--- config.mk ---
export PLATFORM = sky130hd
export DESIGN_NAME = cfct_sqrt_cell
export DESIGN_NICKNAME = d
export VERILOG_FILES = /design/src/rtl/cfct_pkg.sv /design/src/rtl/cfct_sqrt_cell.sv
export SDC_FILE = /design/constraint.sdc
export NUM_CORES = 1
export LEC_CHECK = 0
export BUFFER_PORTS_ARGS = -buffer_cell sky130_fd_sc_hd__buf_2
export CAP_MARGIN = 25
export CORE_MARGIN = 3
export CORE_UTILIZATION = 24
export CTS_BUF_LIST = sky130_fd_sc_hd__clkbuf_8 sky130_fd_sc_hd__clkbuf_16
export CTS_CLUSTER_DIAMETER = 120
export DETAILED_ROUTE_END_ITERATION = 6
export SYNTH_ARGS = -nofsm -noshare
export SYNTH_HDL_FRONTEND = slang
export SYNTH_SLANG_ARGS = --single-unit
--- constraint.sdc ---
create_clock -name clk -period 15.1 [get_ports clk]
set_input_delay 0.755 -clock clk [delete_from_list [all_inputs] [get_ports clk]]
set_output_delay 0.755 -clock clk [all_outputs]
set_load 0.01 [all_outputs]
--- src/rtl/cfct_pkg.sv ---
package cfct_pkg;

  localparam int CoordW    = 22;
  localparam int RadW      = 21;
  localparam int WeightW   = 16;
  localparam int CostW     = 64;
  localparam int CountW    = 17;
  localparam int DiffW     = CoordW + 1;
  localparam int D2W       = 2 * DiffW;
  localparam int RootSteps = DiffW;
  localparam int SqW       = 2 * RadW;
  localparam int TermW     = SqW + WeightW - 8 + 1;
  localparam int IndexW    = 3;

  localparam logic [RadW-1:0] CUT_RESET = RadW'(200 * 256);

  typedef enum logic [IndexW-1:0] {
    REG_CENTER_X     = 3'd0,
    REG_CENTER_Y     = 3'd1,
    REG_RADIUS       = 3'd2,
    REG_RESIDUAL_CUT = 3'd3,
    REG_COST_KIND    = 3'd4
  } reg_index_t;

  typedef enum logic [1:0] {
    KIND_SQUARE   = 2'd0,
    KIND_WEIGHTED = 2'd1,
    KIND_COUNT    = 2'd2,
    KIND_NONE     = 2'd3
  } cost_kind_t;

  // word handed from one root cell to the next
  typedef struct packed {
    logic               valid;
    logic               last;
    logic [WeightW-1:0] weight;
    logic [D2W-1:0]     rem;
    logic [D2W-1:0]     root;
  } sqrt_word_t;

  // word handed to the accumulator
  typedef struct packed {
    logic                    valid;
    logic                    last;
    logic                    inlier;
    logic signed [TermW-1:0] term;
  } acc_word_t;

endpackage

--- src/rtl/cfct_sqrt_cell.sv ---
module cfct_sqrt_cell import cfct_pkg::*; #(
  parameter int Step = 0
) (
  input  logic       clk,
  input  logic       rst,
  input  logic       advance,
  input  sqrt_word_t d,
  output sqrt_word_t q
);

  localparam int BitPos = 2 * (RootSteps - 1 - Step);
  localparam logic [D2W-1:0] TrialBit = D2W'(1) << BitPos;

  logic [D2W:0] trial;
  logic         fits;
  sqrt_word_t   q_next;

  assign trial = {1'b0, d.root} + {1'b0, TrialBit};
  assign fits  = {1'b0, d.rem} >= trial;

  always_comb begin
    q_next = d;
    if (fits) begin
      q_next.rem  = d.rem - trial[D2W-1:0];
      q_next.root = (d.root >> 1) + TrialBit;
    end else begin
      q_next.root = d.root >> 1;
    end
  end

  always_ff @(posedge clk) begin
    if (rst) begin
      q.valid <= 1'b0;
    end else if (advance) begin
      q <= q_next;
    end
  end

endmodule

* Word-level counts from Yosys, hierarchy flattened
Index checks and enable logic that the tools add are counted.
Cells by class: order comparisons 1, muxes and demuxes 2, reduce and logical (&&, ||, !) cells 1, add/sub/neg operators 3, bitwise logic cells 1
Operators with widths (number):
- adder 46 x 45 -> 47 bit (second input constant) | 1
- greater-or-equal comparator 46 x 47 -> 1 bit | 1
- adder 45 x 45 -> 46 bit (second input constant) | 1
- two-way mux 46 bit | 1
- subtractor 46 bit | 1
- two-way mux 45 bit | 1
- AND reduction 2 bit | 1
- NOT 1 bit | 1
Word-level totals: register bits 110, output and inout port bits 110

* Longest topological paths before layout
word-level depth 3, depth in mapped cells 13, mapped depth without buffers 13

* Worst setup path after synthesis
Ideal clock, no wire load.
kind in2reg, from input port rst, to register q[0] in the netlist's numbering, enable pin, setup time 0.593 ns, path slack 8.908 ns, arrival 5.599 ns, path buffers 0, stages on the path 1, cells stage by stage nor2b_1
Between the ends: cells in the longest elaborated chain, start to end 2
Ends and longest elaborated chain:
- start, declared | RTL line cfct_sqrt_cell.sv:5 | input logic rst,
- NOT 1 bit (no line)
- AND reduction 2 bit (no line)
- end signal, assigned | RTL line cfct_sqrt_cell.sv:35 | q <= q_next;
- end, declared | RTL line cfct_sqrt_cell.sv:8 | output sqrt_word_t q
Every way passes these cells. A chain may end at the register's enable or synchronous reset.

==> flow_metrics.env <==
export IMPL_outcome="finished clean"
export IMPL_nNetsFinal=1020
export IMPL_pre_cts_ws_ns=10.97
export IMPL_wl_um=19500
export IMPL_r2r_slack_ns=14.51
export IMPL_netlist_area_leader_share=0.492
export IMPL_syn_num_nets=811
export IMPL_io_pins=223
export IMPL_p_total_mw=0.841
export IMPL_post_cts_buffers=0
export IMPL_fp_dieW_um=173
export IMPL_synthToLayoutAreaGrowth_pct=27.6
export IMPL_cts_tree="built"
export IMPL_ant_nets=0
export IMPL_place_gp_congestion=0.832
export IMPL_grt_util_all_layers=0.129
export IMPL_hold_end="q[109]"
export IMPL_synthFlopType="edfxtp_1"
export IMPL_dr_pass1_iters=5
export IMPL_leakage_nw=3.73
export IMPL_arrival_ns=3.91
export IMPL_diodes=0
export IMPL_clock_skew_ns=0
export IMPL_grt_pass1_vias=5501
export IMPL_cellPowerDensity_nw_per_um2=99.1
export IMPL_cp_top_family="compound AO/OA/AOI/OAI gates"
export IMPL_synth_edff_count=109
export IMPL_seq_area_um2=3290
export IMPL_port_buffer_count=222
export IMPL_worstSetupEndpointType="register"
export IMPL_via_per_inst=4.51
export IMPL_synthTopCellsByArea="edfxtp_1 (49%), ha_1 (8.8%), o21ai_0 (5.0%)"
export IMPL_relSlewSlack=0.594
export IMPL_synth_top_cell_by_area="edfxtp_1"
export IMPL_fill_cells=2821
export IMPL_die_area_um2=29800
export IMPL_start_util=0.246
export IMPL_regMostFlops="q"
export IMPL_path_clk_slew_ns=0.08
export IMPL_yosysWarnings=0
export IMPL_overflow=0
export IMPL_antenna_found_initial=4
export IMPL_critPathKind="in -> reg"
export IMPL_cpPeakStageDelay_ns=0.49
export IMPL_crit_chain="buf_2 > inv_1 > ha_1 > a21oi_1 > o21ai_1 > a211o_1 > or3_1 > o21ai_2 > a21oi_1 > o41ai_4 > buf_4 > mux2_1"
export IMPL_hold_path_class="reg -> reg"
export IMPL_clk_latency_ns=0.36
export IMPL_reg2reg_depth=2
export IMPL_tightest_slew_ns=0.609
export IMPL_period_minus_slack_ns=3.79
export IMPL_crit_path_start="d[16]"
export IMPL_holdPathStages=2
export IMPL_drc=0
export IMPL_avgSynthCellArea_um2=10.2
export IMPL_drive_above_1_share=0.292
export IMPL_place_hpwl_um=15500
export IMPL_fin_ws_ns=11.31
export IMPL_required_ns=15.21
export IMPL_ys_seq_area_frac=0.495
export IMPL_postCtsHoldBufs=0
export IMPL_rsz0062_at_grt="false"
export IMPL_largestRegisters="q: 110 flops"
export IMPL_cts_root_buf="clkbuf_16"
export IMPL_ys_ff_latch=110
export IMPL_cts_buffers=9
export IMPL_synth_cell_types=55
export IMPL_drv_cap=0
export IMPL_post_drt_wl_per_cell_um=15.8
export IMPL_min_from="q[109]"
export IMPL_largest_reg_flops=110
export IMPL_grt_pass1_wl_um=30900
export IMPL_finalMaxSlewViolations=0
export IMPL_grt_max_degree=78
export IMPL_start_kind="primary input"
export IMPL_r2r_start="q[109]"
export IMPL_cts_sinks=110
export IMPL_die_h_um=173
export IMPL_synthCells=650
export IMPL_worst_path_max_fanout=52
export IMPL_cp_slowest_cell="buf_4"
export IMPL_rows=60
export IMPL_setup_viol=0
export IMPL_cts_resized=0
export IMPL_async_flop_share=0
export IMPL_r2r_end="q[109]"
export IMPL_finalCritPeriodShare=0.251
export IMPL_via_count=5580
export IMPL_multi_input_area_um2=3040
export IMPL_fin_setup_tns_ns=0
export IMPL_clock_fmax_mhz=264
export IMPL_critical_path_buf_inv_count=3
export IMPL_coreArea_um2=27100
export IMPL_worst_ir_drop_vdd_v=0.0000643
export IMPL_crit_path_frequent_cell="a21oi_1"
export IMPL_htree_levels=3
export IMPL_drtIter0Drc=288
export IMPL_whs_ns=0.504
export IMPL_hold_violations=0
export IMPL_syn_area_um2=6660
export IMPL_clockBufferDepth=2
-- kinds of logic (layout without fill, tap and decap cells) --
logic type / after synthesis / in the layout / synth area share
AO/OA/AOI/OAI: 198 / 198 / 0.184
AND/OR/NAND/NOR: 162 / 162 / 0.115
flip-flops: 110 / 110 / 0.495
buffers and inverters: 84 / 298 / 0.0496
adder cells (fa/ha/maj): 48 / 48 / 0.0914
XOR/XNOR: 43 / 43 / 0.0566
multiplexers: 5 / 5 / 0.00808
-- through the flow --
step	util	area, um2	std cells
global placement	0.300	8140	1218
finish	0.313	8490	1236
detailed placement	0.300	8140	1218
CTS	0.312	8440	1234
global route	0.313	8490	1236
floorplan	-	6660	650
-- layer usage --
layer	wire, um	GRT usage	vias up
met5	48	0	-
met4	253	0.0301	8
met3	1250	0.0364	27
met2	8950	0.214	191
met1	8960	0.169	2559
li1	-	-	2795
-- final cells by class --
cell class                 instances  area share
inverter                          55      0.0243
tap                              372      0.0548
clock inverter                     7     0.00943
timing repair buffer             227       0.139
clock buffer                       9      0.0265
multi-input combinational        456       0.358
sequential                       110       0.388
-- worst max-delay path by stage --
stage,to,cells after the start
2_1_floorplan,q[0],1
3_3_place_gp,q[47],12
3_5_place_dp,q[47],12
4_1_cts,q[47],12
5_1_grt,q[47],12
6_report,q[47],12
-- worst reg2reg max path: stages, from the launching register on --
cell	delay [ns]
dfxtp_1	0.32
mux2i_1	0.12
nor2_1	0.05
-- power breakdown --
part | internal (mW) | total [mW] | switching [mW]
clock network | 0.131 | 0.250 | 0.119
logic | 0.0869 | 0.218 | 0.131
registers | 0.367 | 0.373 | 0.00581
-- Yosys cell counts, types with 2 or more instances --
cell type and count:
or3_1 3, o31a_1 2, a31oi_1 7, o21bai_1 7
nand4_1 15, nor3_1 10, a211oi_1 5, nand2b_1 3
xor2_1 21, a21boi_0 3, and4_1 5, a21oi_1 52
nand2_1 79, inv_1 55, a31o_2 3, edfxtp_1 109
o41ai_1 3, and3_1 3, o2111ai_1 2, o211ai_1 3
o21a_1 5, or2_2 3, mux2i_1 2, buf_2 9
o21ai_0 66, a21o_1 25, ha_1 47, nand3_1 7
nor2b_1 7, mux2_1 3, clkbuf_1 19, a211o_1 2
nor4_1 3, nor3b_1 2, xnor2_1 22, nor2_1 19
-- placed cells by master, fill, tap and decap left out, types with 3 or more instances in the layout --
cell,instances
o21bai_1,7
a21oi_1,52
nand2b_1,3
nor2b_1,6
xor2_1,21
a31oi_1,7
edfxtp_1,109
inv_6,3
nand2_1,79
or3_1,3
or2_2,3
nor2_1,19
a31o_2,3
nand3_1,7
and3_1,3
nor3_1,10
xnor2_1,22
o21a_1,5
a21boi_0,3
o41ai_1,3
inv_1,55
ha_1,47
a211oi_1,5
nor4_1,3
a21o_1,25
and4_1,5
mux2_1,3
nand4_1,15
clkbuf_16,9
o21ai_0,66
buf_4,3
o211ai_1,3
buf_2,222
Power figures use the tool's default switching activity.
