File: src/rtl/cfct_pkg.sv
package cfct_pkg;

  localparam int CoordW    = 22;
  localparam int RadW      = 21;
  localparam int WeightW   = 16;
  localparam int CostW     = 64;
  localparam int CountW    = 17;
  localparam int DiffW     = CoordW + 1;
  localparam int D2W       = 2 * DiffW;
  localparam int RootSteps = DiffW;
  localparam int SqW       = 2 * RadW;
  localparam int TermW     = SqW + WeightW - 8 + 1;
  localparam int IndexW    = 3;

  localparam logic [RadW-1:0] CUT_RESET = RadW'(200 * 256);

  typedef enum logic [IndexW-1:0] {
    REG_CENTER_X     = 3'd0,
    REG_CENTER_Y     = 3'd1,
    REG_RADIUS       = 3'd2,
    REG_RESIDUAL_CUT = 3'd3,
    REG_COST_KIND    = 3'd4
  } reg_index_t;

  typedef enum logic [1:0] {
    KIND_SQUARE   = 2'd0,
    KIND_WEIGHTED = 2'd1,
    KIND_COUNT    = 2'd2,
    KIND_NONE     = 2'd3
  } cost_kind_t;

  // word handed from one root cell to the next
  typedef struct packed {
    logic               valid;
    logic               last;
    logic [WeightW-1:0] weight;
    logic [D2W-1:0]     rem;
    logic [D2W-1:0]     root;
  } sqrt_word_t;

  // word handed to the accumulator
  typedef struct packed {
    logic                    valid;
    logic                    last;
    logic                    inlier;
    logic signed [TermW-1:0] term;
  } acc_word_t;

endpackage

File: src/rtl/cfct_accum.sv
module cfct_accum import cfct_pkg::*; (
  input  logic                    clk,
  input  logic                    rst,
  input  acc_word_t               d,
  output logic                    hold,
  output logic                    out_valid,
  input  logic                    out_ready,
  output logic signed [CostW-1:0] cost,
  output logic [CountW-1:0]       inlier_count
);

  localparam logic signed [CostW-1:0] CostMax = {1'b0, {(CostW-1){1'b1}}};
  localparam logic signed [CostW-1:0] CostMin = {1'b1, {(CostW-1){1'b0}}};

  logic signed [CostW-1:0] cost_sum;
  logic [CountW-1:0]       inlier_total;
  logic [CostW:0]          wide_sum;
  logic signed [CostW-1:0] cost_sum_next;
  logic [CountW-1:0]       inlier_total_next;
  logic                    take;

  // a finished set waits while the output word is still unclaimed
  assign hold = d.valid && d.last && out_valid && !out_ready;
  assign take = d.valid && !hold;

  assign wide_sum = {cost_sum[CostW-1], cost_sum}
                  + {{(CostW+1-TermW){d.term[TermW-1]}}, d.term};

  always_comb begin
    if (wide_sum[CostW] != wide_sum[CostW-1]) begin
      cost_sum_next = wide_sum[CostW] ? CostMin : CostMax;
    end else begin
      cost_sum_next = wide_sum[CostW-1:0];
    end
    if (d.inlier && (inlier_total != {CountW{1'b1}})) begin
      inlier_total_next = inlier_total + 1'b1;
    end else begin
      inlier_total_next = inlier_total;
    end
  end

  always_ff @(posedge clk) begin
    if (rst) begin
      cost_sum     <= '0;
      inlier_total <= '0;
      out_valid    <= 1'b0;
    end else begin
      if (out_valid && out_ready) begin
        out_valid <= 1'b0;
      end
      if (take) begin
        if (d.last) begin
          out_valid    <= 1'b1;
          cost         <= cost_sum_next;
          inlier_count <= inlier_total_next;
          cost_sum     <= '0;
          inlier_total <= '0;
        end else begin
          cost_sum     <= cost_sum_next;
          inlier_total <= inlier_total_next;
        end
      end
    end
  end

  a_set_loads_output: assert property (@(posedge clk) disable iff (rst)
    d.valid && d.last && !hold |=> out_valid)
    else $error("finished set did not load the output word");

  a_set_clears_totals: assert property (@(posedge clk) disable iff (rst)
    d.valid && d.last && !hold |=> cost_sum == '0 && inlier_total == '0)
    else $error("totals not cleared after a finished set");

  a_outlier_keeps_count: assert property (@(posedge clk) disable iff (rst)
    d.valid && !d.last && !d.inlier && !hold |=> $stable(inlier_total))
    else $error("inlier count moved on an outlier");

endmodule

File: config.mk
export PLATFORM = sky130hd
export DESIGN_NAME = cfct_accum
export DESIGN_NICKNAME = d
export VERILOG_FILES = /design/src/rtl/cfct_pkg.sv /design/src/rtl/cfct_accum.sv
export SDC_FILE = /design/constraint.sdc
export NUM_CORES = 1
export LEC_CHECK = 0
export BUFFER_PORTS_ARGS = -buffer_cell sky130_fd_sc_hd__buf_2
export CORE_ASPECT_RATIO = 0.75
export CORE_MARGIN = 2
export CORE_UTILIZATION = 55
export CTS_CLUSTER_DIAMETER = 30
export CTS_CLUSTER_SIZE = 12
export DETAILED_ROUTE_END_ITERATION = 12
export PLACE_DENSITY = 0.77
export SLEW_MARGIN = 0
export SYNTH_ARGS = -nofsm -noshare
export SYNTH_HDL_FRONTEND = slang
export SYNTH_SLANG_ARGS = --single-unit
File: constraint.sdc
create_clock -name clk -period 14.8 [get_ports clk]
set_input_delay 0.74 -clock clk [delete_from_list [all_inputs] [get_ports clk]]
set_output_delay 0.74 -clock clk [all_outputs]
set_load 0.1 [all_outputs]
Word-level counts from Yosys, hierarchy flattened
Index checks and enable logic that the tools add are counted.
{"block": "op_classes", "n_addsub": 2, "n_eq_ne": 2, "mux": 8, "n_bitwise": 1, "reduce_logical": 9}
{"op": "two-way mux 64 bit", "n": 3}
{"op": "adder 64 x 51 -> 65 bit", "n": 1}
{"op": "two-way mux 17 bit", "n": 2}
{"op": "adder 17 x 1 -> 17 bit, second input constant", "n": 1}
{"op": "inequality test 17 bit, second input constant", "n": 1}
{"op": "logical AND 1 bit", "n": 6}
{"op": "two-way mux 1 bit", "n": 3}
{"op": "AND reduction 3 bit", "n": 1}
{"op": "logical NOT 1 bit", "n": 2}
{"op": "inequality test 1 bit", "n": 1}
{"op": "NOT 1 bit", "n": 1}
{"block": "totals", "register_bits": 163, "in_bits": 57, "output_inout_bits": 83, "word_cells": 27}

Logic depth before layout (Yosys ltp)
Gate-level depths: netlist (run 1).
{"block": "depth", "depth_word": 6, "depth_mapped": 16, "depth_no_buf": 14}

Worst setup path after synthesis (run 1)
OpenSTA, ideal clock, no wires.
{"block": "synth_timing", "path_type": "input to register", "startpoint": "in d[52] in the netlist's numbering", "endpoint": "reg cost[0], enable pin", "setup_ps": 637, "arrival_ps": 6995, "required_ps": 14163, "setup_slack_ps": 7168, "cell_stages": 3, "n_path_buf": 1, "path_cell_list": "clkbuf_1 -> nand2_1 -> nor3b_1"}
{"block": "synth_via", "elab_chain_len": 6}
{"element": "from (decl)", "line_no": "cfct_accum.sv:4", "source": "input acc_word_t d,"}
{"element": "logical AND 1 bit (3 in a row)", "line_no": "cfct_accum.sv:23", "source": "assign hold = d.valid && d.last && out_valid && !out_ready;"}
{"element": "logical NOT 1 bit", "line_no": "cfct_accum.sv:24", "source": "assign take = d.valid && !hold;"}
{"element": "logical AND 1 bit", "line_no": "cfct_accum.sv:24"}
{"element": "AND reduction 3 bit (no line) (*)"}
{"element": "to (signal assigned)", "line_no": "cfct_accum.sv:54", "source": "cost <= cost_sum_next;"}
{"element": "to (decl)", "line_no": "cfct_accum.sv:8", "source": "output logic signed [CostW-1:0] cost,"}
Mark *: on every way between the ends. The rest lies on a longest branch, timed or not.
A chain may end at the register's enable or synchronous reset.

Worst setup path in the final report (run 1)
{"block": "layout_timing", "startpoint": "in d[0] in the netlist's numbering", "endpoint": "reg cost_sum[29]"}
{"block": "layout_via", "elab_chain_len": 4, "word_cells_on_any_way": 5, "classes_between": "1 x add/sub; 1 x eq/ne; 3 x mux"}
{"element": "adder 64 x 51 -> 65 bit (*)", "line_no": "cfct_accum.sv:27", "source": "+ {{(CostW+1-TermW){d.term[TermW-1]}}, d.term};"}
{"element": "two-way mux 64 bit or inequality test 1 bit (tied branches)", "line_no": "cfct_accum.sv:31, cfct_accum.sv:30"}
{"element": "two-way mux 64 bit (*)", "line_no": "cfct_accum.sv:30", "source": "if (wide_sum[CostW] != wide_sum[CostW-1]) begin"}
{"element": "two-way mux 64 bit (*)", "line_no": "cfct_accum.sv:52", "source": "if (d.last) begin"}
{"element": "to (signal assigned)", "line_no": "cfct_accum.sv:59", "source": "cost_sum <= cost_sum_next;"}
{"element": "to (decl)", "line_no": "cfct_accum.sv:15", "source": "logic signed [CostW-1:0] cost_sum;"}
Marked as above.

==> flow_summary.json, run 1 <==
{
  "drt_iter0_drc": 737,
  "worstHoldPathType": "reg2reg",
  "path_cells": "buf_2 > ha_1 > inv_1 > fa_1 > nand2b_1 > a21oi_1 > o2111ai_1 > a311o_1 > a21o_1 > nand3_2 > a21o_4 > mux2_2 > nand2b_4 > o311ai_0",
  "critPathKind": "in2reg",
  "maxSlewViolCount": 0,
  "die_area_mm2": 0.0193,
  "grt_pass1_wl_um": 42000,
  "max_slew_margin": 0.230,
  "synthesis.nets": 1236,
  "place_hpwl_um": 18300,
  "seq_area_frac_synth": 0.406,
  "area_growth_pct": 13.5,
  "p_comb_frac": 0.285,
  "synth.avg_cell_area_um2": 9.01,
  "max_cap_viol_count": 0,
  "grt_max_degree": 85,
  "drcViolationCount": 0,
  "fin_skew_ns": 0.00923,
  "netSwitchingFraction": 0.372,
  "ant_nets": 0,
  "vias": 8942,
  "cp_max_fo": 65,
  "cts-hold-fix-buffers": 0,
  "fin_tns_setup_ns": 0,
  "coreArea_mm2": 0.0178,
  "wl_per_cell_um": 17.8,
  "cts.sinks": 163,
  "final-hold-violation-count": 0,
  "synthTopCellsByCount": "nand2_1, o21ai_0, a21oi_1, dfxtp_1, edfxtp_1",
  "worstMarginPinSlew_ns": 1.15,
  "numPortBuffers": 139,
  "synth_cells": 1112,
  "power_frac_seq": 0.389,
  "fill_cells": 1521,
  "synth_warnings": 0,
  "p_int_uw": 852,
  "cts_setup_buffers": 0,
  "worst_path_max_delay_cell": "mux2_2",
  "period_minus_slack_ns": 4.65,
  "drt_wl_total_um": 26100,
  "drive_above_1_share": 0.175,
  "root_buffer": "clkbuf_16",
  "synthMostInstantiatedCell": "nand2_1",
  "leakage_uw": 0.00446,
  "synth_top_area_frac": 0.243,
  "ys_types": 72,
  "cp-start-kind": "input port",
  "drt-pass1-iter-count": 6,
  "final_cell_area_mm2": 0.0114,
  "cts_made_buffers": 17,
  "place_area_mm2": 0.0108,
  "fin_nets": 1337,
  "gr-total-overflow": 0,
  "htreeDepth": 4,
  "yosys_register_bits": 163,
  "worstPathRequired_ns": 15.06,
  "status": "finished, final reports clean",
  "synth_edf_count": 81,
  "arrival_ns": 4.90,
  "power.density_mw_per_mm2": 119,
  "gp_congestion": 0.935,
  "rows": 42,
  "synth.area.top_cells": "edfxtp_1, dfxtp_1, ha_1",
  "clk_latency_ns": 0.44,
  "track_usage": 0.271,
  "fin_crit_sh": 0.314,
  "multiInputGateArea_mm2": 0.00561,
  "synth_ff_type": "dfxtp_1",
  "cts_tree": "done",
  "clk_pin_slew_ns": 0.07,
  "setup_viol": 0,
  "grt_pass1_vias": 8199,
  "yosysTopAreaCell": "edfxtp_1",
  "grt_setup_unrepaired": "no",
  "clock_path_buffers": 2,
  "synth_area_mm2": 0.0100,
  "max_freq_mhz": 215,
  "regArea_mm2": 0.00407,
  "die_w_um": 160,
  "cpPeakStageDelay_ns": 0.94,
  "initial_core_util": 0.564,
  "async_reset_ff_frac": 0,
  "cp-end-kind": "flop",
  "clkPwrFrac": 0.326,
  "die-height_um": 121,
  "peakVddDrop_mv": 0.0642,
  "antenna_found_initial": 0,
  "p_sw_uw": 505,
  "antenna_cells": 0,
  "pin_count": 140,
  "vias_per_cell": 6.09,
  "cts_resized": 0
}
## worst max-delay path, delay by kind of cell
family          cells  cell delay, ns
fa+ha+maj           2            0.57
compound gates      6            1.40
mux                 1            0.94
buf+inv             2            0.16
simple gates        3            1.03
## layout make-up
class,instances,area share
clock buffers,17,0.0374
clock inverters,15,0.0144
inverters,19,0.00627
multi-input cells,868,0.493
flip-flops and latches,163,0.358
well taps,242,0.0266
repair buffers,144,0.0645
## layout by cell type (no fill, tap or decap), drive strengths merged, types with 8 or more instances in the layout
cell,n
a211oi,9
a21o,21
a21oi,112
a22oi,8
and3,8
buf,144
clkbuf,17
dfxtp,82
edfxtp,81
ha,66
inv,27
nand2,151
nand3,18
nand4,24
nor2,76
nor3,16
o211ai,23
o21ai,124
o21bai,14
o311ai,40
xnor2,40
xor2,35
## flip-flops by register name, summed over array words and instances (netlist names)
name / count
inlier_count: 17
cost: 64
cost_sum: 64
out_valid: 1
inlier_total: 17
## path summary, 6_finish.rpt
| path | endpoint | slack, ns | depth (start not counted) | startpoint |
|---|---|---|---|---|
| setup / recovery | cost_sum[29] | 10.15 | 14 | d[0] |
| hold / removal | cost_sum[27] | 0.47 | 2 | cost_sum[27] |
| setup reg to reg | cost_sum[29] | 10.21 | 13 | cost_sum[0] |
| hold reg to reg | cost_sum[27] | 0.47 | 2 | cost_sum[27] |
## per-layer routing
metal  share of wire  up-vias  global-route usage
met4           0.015        0              0.0738
li1                -     4355                   -
met1            0.50     4200               0.413
met5               0        -                   0
met3           0.073       36              0.0455
met2            0.41      351               0.399
## stage by stage
step / hold slack, ns / setup WS (ns) / utilization / cells / total power (uW)
2_1_floorplan: 0.437 / 7.17 / - / 1112 / 837
3_3_place_gp: 0.452 / 9.97 / 0.607 / 1436 / 912
3_5_place_dp: 0.461 / 9.82 / 0.607 / 1436 / 916
4_1_cts: 0.478 / 10.23 / 0.640 / 1468 / 1350
5_1_grt: 0.495 / 9.83 / 0.640 / 1468 / 1410
6_report: 0.474 / 10.15 / 0.640 / 1468 / 1360
## power groups by stage
stage / combinational, uW / clock (uW) / sequential, uW
finish: 387 / 442 / 528
global route: 419 / 464 / 530
CTS: 382 / 443 / 528
detailed placement: 378 / 0 / 537
global placement: 375 / 0 / 537
floorplan: 216 / 0 / 621
## cells by family (layout without fill, tap and decap cells)
group / Yosys count / in the layout / share of synthesized area
compound gates: 388 / 388 / 0.248
xor+xnor: 75 / 75 / 0.0655
fa+ha+maj: 67 / 67 / 0.0844
buf+inv: 81 / 195 / 0.0356
flops: 163 / 163 / 0.406
mux: 4 / 4 / 0.00562
simple gates: 334 / 334 / 0.155
Power figures use the tool's default switching activity.
==> inputs of run 2 (changes only) <==
Settings changed: ABC_AREA set to 1, PLACE_DENSITY 0.77 to 0.76.
Clock period 14.8 ns to 4.4 ns, I/O delays scaled along.
==> run 2 against run 1 <==
  * Register-to-register slack got worse by 9.3 ns
  * Largest cell class unchanged
  * Final area rose by 21%
  * Largest power group unchanged
  * First-iteration DRC count rose by 42%
  * Critical path type is now reg2reg
==> flow_summary.json, run 2 <==
{
  "status": "finished, final reports clean",
  "synth_xor_area_frac": 0.0356,
  "clk_latency_ns": 0.45,
  "cts-hold-fix-buffers": 0,
  "largestRegisters": "cost (64), cost_sum (64)",
  "p_sw_uw": 1900,
  "synth_top_area_frac": 0.198,
  "cts.sinks": 163,
  "clock_path_buffers": 2,
  "drive_above_1_share": 0.200,
  "wl_met2_um": 15400,
  "drcViolationCount": 0,
  "die_w_um": 177,
  "p_int_uw": 2960,
  "wl_per_cell_um": 17.6,
  "period_minus_slack_ns": 3.44,
  "gr-total-overflow": 0,
  "wl_met1_um": 18500,
  "muxShareOfSynthArea": 0,
  "drt-pass1-iter-count": 5,
  "maxSlewViolCount": 0,
  "clkPwrFrac": 0.299,
  "hold_depth": 4,
  "synth_top_family_by_area": "simple AND/OR/NAND/NOR gates",
  "power.density_mw_per_mm2": 354,
  "final_common_cell": "nand2_1",
  "die_area_mm2": 0.0236,
  "synth.area.top_cells": "edfxtp_1, nand2_1, dfxtp_1",
  "antenna_found_initial": 0,
  "ys_types": 44,
  "synth_fa_ha_area_frac": 0.0687,
  "topRoutingLayerUsed": "met4",
  "yosysTopAreaCell": "edfxtp_1",
  "fin_cells": 2148,
  "power_frac_seq": 0.362,
  "grt_pass1_wl_um": 58400,
  "critPathLaunch": "cost_sum[0]",
  "yosys_register_bits": 163,
  "cp_max_fo": 12,
  "path_delay_family": "simple AND/OR/NAND/NOR gates",
  "hp-start": "out_ready",
  "track_usage": 0.324,
  "worst_path_max_delay_cell": "fa_1",
  "r2r_start": "cost_sum[0]",
  "synthMostInstantiatedCell": "nand2_1",
  "root_buffer": "clkbuf_16",
  "antenna_cells": 0,
  "peakVddDrop_mv": 0.281,
  "synthesis.nets": 1833,
  "pin_count": 140,
  "place_hpwl_um": 30100,
  "cts_tree": "done",
  "seq_area_frac_synth": 0.331,
  "yosys.area_share.simple": 0.335,
  "numPortBuffers": 139,
  "worstPathRequired_ns": 4.70,
  "worstHoldPathType": "in2reg",
  "fin_skew_ns": 0.0171,
  "place_ws_ns": 0.971,
  "place_area_mm2": 0.0132,
  "synth_cells": 1709,
  "final_cell_mix": "nand2_1, inv_1, buf_2",
  "arrival_ns": 3.74,
  "synthTopCellsByCount": "nand2_1, inv_1, nor2_1, a21oi_1, dfxtp_1",
  "async_reset_ff_frac": 0,
  "rows": 47,
  "max_cap_viol_count": 0,
  "synth.avg_cell_area_um2": 7.20,
  "cp-end-kind": "flop",
  "gp_congestion": 1.03,
  "htreeDepth": 4,
  "vias": 11500,
  "fin_nets": 1965,
  "synth_edf_count": 81,
  "fin_crit_sh": 0.782,
  "path_buf_inv": 2,
  "rrSetupSlack_ns": 0.96,
  "fill_cells": 2058,
  "place_inst": 2116,
  "cpPeakStageDelay_ns": 0.39,
  "path_cells": "ha_1 > inv_1 > fa_1 > nand3b_1 > nand2_1 > nand2_1 > nand2_2 > nand2_1 > nand2_2 > nand2_2 > nand2_2 > nand2_2 > nand3_1 > nand2_4 > nor2_8 > buf_4 > o21ai_2 > nand2_2 > a21oi_2",
  "drt_wl_total_um": 37900,
  "grt_setup_unrepaired": "no",
  "area_growth_pct": 11.4,
  "max_freq_mhz": 291,
  "grt_max_degree": 82,
  "cts_setup_buffers": 0,
  "max_slew_margin": 0.283,
  "setup_viol": 0,
  "final_cell_area_mm2": 0.0137,
  "cts_made_buffers": 17,
  "synth_warnings": 0,
  "min_to": "out_valid",
  "met3WireLength_um": 3400,
  "initial_core_util": 0.560,
  "ant_nets": 0,
  "grt_pass1_vias": 10700,
  "drt_iter0_drc": 1045,
  "synth_area_mm2": 0.0123,
  "synth_ff_type": "dfxtp_1",
  "final-hold-violation-count": 0,
  "r2r-end": "cost_sum[41]",
  "fin_tns_setup_ns": 0,
  "rr_worst_depth": 19,
  "worstMarginPinSlew_ns": 1.07,
  "p_comb_frac": 0.338,
  "cp-start-kind": "flop",
  "vias_per_cell": 5.35,
  "critPathKind": "reg2reg",
  "clk_pin_slew_ns": 0.07,
  "layout_setup_ws_ns": 0.959,
  "netSwitchingFraction": 0.391,
  "path_common_cell": "nand2_2",
  "synth_compound_area_frac": 0.140,
  "leakage_uw": 0.00655,
  "coreArea_mm2": 0.0220,
  "cts_resized": 0,
  "die-height_um": 134
}
run 2: cell count changes after synthesis, moves of 28 or more:
cell and change:
nand2_1 +488, inv_1 +178, o21ai_0 -103, a21oi_2 +60, nand2_2 +60, nor2_1 +48
o311ai_0 -39, clkbuf_1 -33, nand3_1 +33, xnor2_1 -28
run 2: how the worst max path moves through the flow:
stage	endpoint	slack, ns	cells after the start
global placement	cost_sum[41]	1.10	19
floorplan	cost[0]	0.79	3
global route	cost_sum[41]	0.74	19
finish	cost_sum[41]	0.96	19
CTS	cost_sum[41]	0.97	19
detailed placement	cost_sum[41]	0.97	19
run 2: layout make-up:
cell class	count	area, um2	share of cell area
inverter	201	754	0.0550
clock buffer	21	470	0.0343
clock inverter	11	90.1	0.00657
sequential	163	4070	0.297
tap	294	368	0.0268
timing repair buffer	150	793	0.0578
multi-input combinational	1308	7170	0.522
run 2: tightest hold or removal path, delay by kind of cell:
family                 cells  cell delay, ns
buffers and inverters      2            0.10
AO/OA/AOI/OAI              1            0.09
AND/OR/NAND/NOR            1            0.15
run 2: logic make-up after synthesis:
family	Yosys count
AOI/OAI and AO/OA	236
adders and majority gates	67
DFF	163
xor gates and xnor gates	50
buffers and inverters	238
and+or+nand+nor	955
run 2: layer usage:
| layer | vias up | global-route usage |
|---|---|---|
| li1 | 5716 | - |
| met1 | 5279 | 0.487 |
| met2 | 458 | 0.464 |
| met3 | 38 | 0.0793 |
| met4 | 0 | 0.0762 |
| met5 | - | 0 |
run 2: power groups by stage:
stage | Combinational, uW | Sequential (uW) | Clock [uW]
2_1_floorplan | 1030 | 2040 | 0
3_3_place_gp | 1590 | 1790 | 0
3_5_place_dp | 1610 | 1790 | 0
4_1_cts | 1620 | 1760 | 1460
5_1_grt | 1770 | 1770 | 1510
6_report | 1640 | 1760 | 1450
run 2: per-stage QoR:
stage	utilization	power, uW	hold slack, ns
5_1_grt	0.624	5050	0.193
3_3_place_gp	0.598	3380	0.456
4_1_cts	0.624	4840	0.166
6_report	0.624	4860	0.176
3_5_place_dp	0.598	3400	0.471
2_1_floorplan	-	3070	0.445
==> inputs of run 3 (changes only) <==
Clock period 4.4 ns to 3.35 ns, I/O delays scaled along.
==> run 3 against run 2 <==
  * Setup slack lost 0.78 ns
  * Largest cell class unchanged
  * Hold slack lost 0.021 ns
  * Register-to-register slack lost 0.78 ns
  * Die area is the same
  * Critical path depth is the same
  * First-iteration DRC count grew 37%
  * Critical path type unchanged
  * Clock-buffer cell count shrank 4
  * Sequential power grew 31%
  * Clock skew shrank 0.0044 ns
  * Combinational power grew 34%
==> flow_summary.json, run 3 (synthesis results as in run 2) <==
{
  "hp-start": "out_ready",
  "arrival_ns": 3.47,
  "cts_resized": 0,
  "fin_nets": 1972,
  "fin_crit_sh": 0.945,
  "cts_setup_buffers": 0,
  "fin_tns_setup_ns": 0,
  "period_minus_slack_ns": 3.17,
  "critPathKind": "reg2reg",
  "cts-hold-fix-buffers": 0,
  "worst_path_max_delay_cell": "fa_1",
  "rows": 47,
  "antenna_cells": 0,
  "setup_viol": 0,
  "drcViolationCount": 0,
  "drt_iter0_drc": 1435,
  "root_buffer": "clkbuf_16",
  "numPortBuffers": 139,
  "die_area_mm2": 0.0236,
  "largestRegisters": "cost (64), cost_sum (64)",
  "htreeDepth": 4,
  "maxSlewViolCount": 0,
  "drt-pass1-iter-count": 5,
  "area_growth_pct": 12.3,
  "final-hold-violation-count": 0,
  "wl_per_cell_um": 17.5,
  "peakVddDrop_mv": 0.385,
  "die-height_um": 134,
  "worstHoldPathType": "in2reg",
  "place_hpwl_um": 29500,
  "fin_skew_ns": 0.0127,
  "grt_max_degree": 82,
  "leakage_uw": 0.00658,
  "r2r_start": "cost_sum[0]",
  "cpPeakStageDelay_ns": 0.40,
  "final_cell_mix": "nand2_1, inv_1, buf_2",
  "max_slew_margin": 0.389,
  "worstPathRequired_ns": 3.65,
  "worstMarginPinSlew_ns": 0.907,
  "fin_hold_ws_ns": 0.155,
  "grt_setup_unrepaired": "no",
  "cp_max_fo": 20,
  "vias": 11700,
  "cts_made_buffers": 17,
  "gp_congestion": 1.02,
  "fill_cells": 2051,
  "initial_core_util": 0.560,
  "ant_nets": 0,
  "status": "finished, final reports clean",
  "drt_wl_total_um": 37700,
  "pin_count": 140,
  "max_cap_viol_count": 0,
  "power.density_mw_per_mm2": 463,
  "track_usage": 0.322,
  "cts_tree": "done",
  "cp-start-kind": "flop",
  "die_w_um": 177,
  "clock_path_buffers": 2,
  "gr-total-overflow": 0,
  "path_common_cell": "nand2_2",
  "grt_pass1_vias": 10800,
  "path_cells": "ha_1 > inv_1 > fa_1 > nand3b_1 > nand2_1 > nand2_1 > nand2_2 > nand2_1 > nand2_2 > nand2_2 > nand2_2 > nand2_2 > nand3_1 > nand2_4 > nor2_8 > buf_12 > o21ai_2 > nand2_2 > a21oi_2",
  "vias_per_cell": 5.44,
  "coreArea_mm2": 0.0220,
  "antenna_found_initial": 0,
  "final_common_cell": "nand2_1",
  "cp-end-kind": "flop",
  "grt_pass1_wl_um": 58000,
  "clk_latency_ns": 0.45,
  "max_freq_mhz": 316,
  "cts.sinks": 163,
  "drive_above_1_share": 0.203,
  "clk_pin_slew_ns": 0.07,
  "critPathLaunch": "cost_sum[0]"
}
-- run 3: changes by cell type in the layout (fill, tap and decap cells not counted), moves of 3 or more --
cell        before  now
clkbuf_8         3    0
buf_4           11   14
clkinvlp_4       0    3
buf_12           1    5
-- run 3: layout make-up --
cell class	count	area, um2	share of cell area
multi-input combinational	1308	7180	0.520
timing repair buffer	157	896	0.0648
inverter	201	754	0.0546
clock inverter	15	119	0.00860
clock buffer	17	425	0.0308
tap	294	368	0.0266
sequential	163	4080	0.295
-- run 3: power breakdown --
| group | internal, uW | switching (uW) | total, uW |
|---|---|---|---|
| clock | 966 | 915 | 1880 |
| combinational | 628 | 1580 | 2200 |
| sequential | 2260 | 52.1 | 2310 |
| total | 3850 | 2540 | 6390 |
-- run 3: layer usage --
metal / wire, um / track usage / vias up
met5: 0 / 0 / -
met4: 467 / 0.0689 / 0
met3: 3550 / 0.0713 / 35
met2: 15300 / 0.456 / 513
met1: 18400 / 0.495 / 5440
li1: - / - / 5732
-- run 3: worst paths after layout --
path,endpoint,slack [ns],cells after the start
min,out_valid,0.16,4
min reg2reg,cost_sum[3],0.47,2
max reg2reg,cost_sum[41],0.18,19
max,cost_sum[41],0.18,19
-- run 3: critical path: cells and delay by family (launching register included) --
kind	cells	cell delay [ns]
AOI/OAI and AO/OA	2	0.15
buffers and inverters	2	0.34
adders and majority gates	2	0.60
DFF	1	0.35
and+or+nand+nor	13	1.53
-- run 3: stage by stage --
| stage | power, uW | instances | area, um2 | utilization | worst slack (ns) |
|---|---|---|---|---|---|
| 6_report | 6390 | 2155 | 13800 | 0.628 | 0.184 |
| 2_1_floorplan | 4030 | 1709 | 12300 | - | 0.0607 |
| 3_3_place_gp | 4470 | 2123 | 13300 | 0.603 | 0.392 |
| 5_1_grt | 6650 | 2155 | 13800 | 0.628 | 0.0543 |
| 3_5_place_dp | 4500 | 2123 | 13300 | 0.603 | 0.217 |
| 4_1_cts | 6370 | 2155 | 13800 | 0.628 | 0.189 |
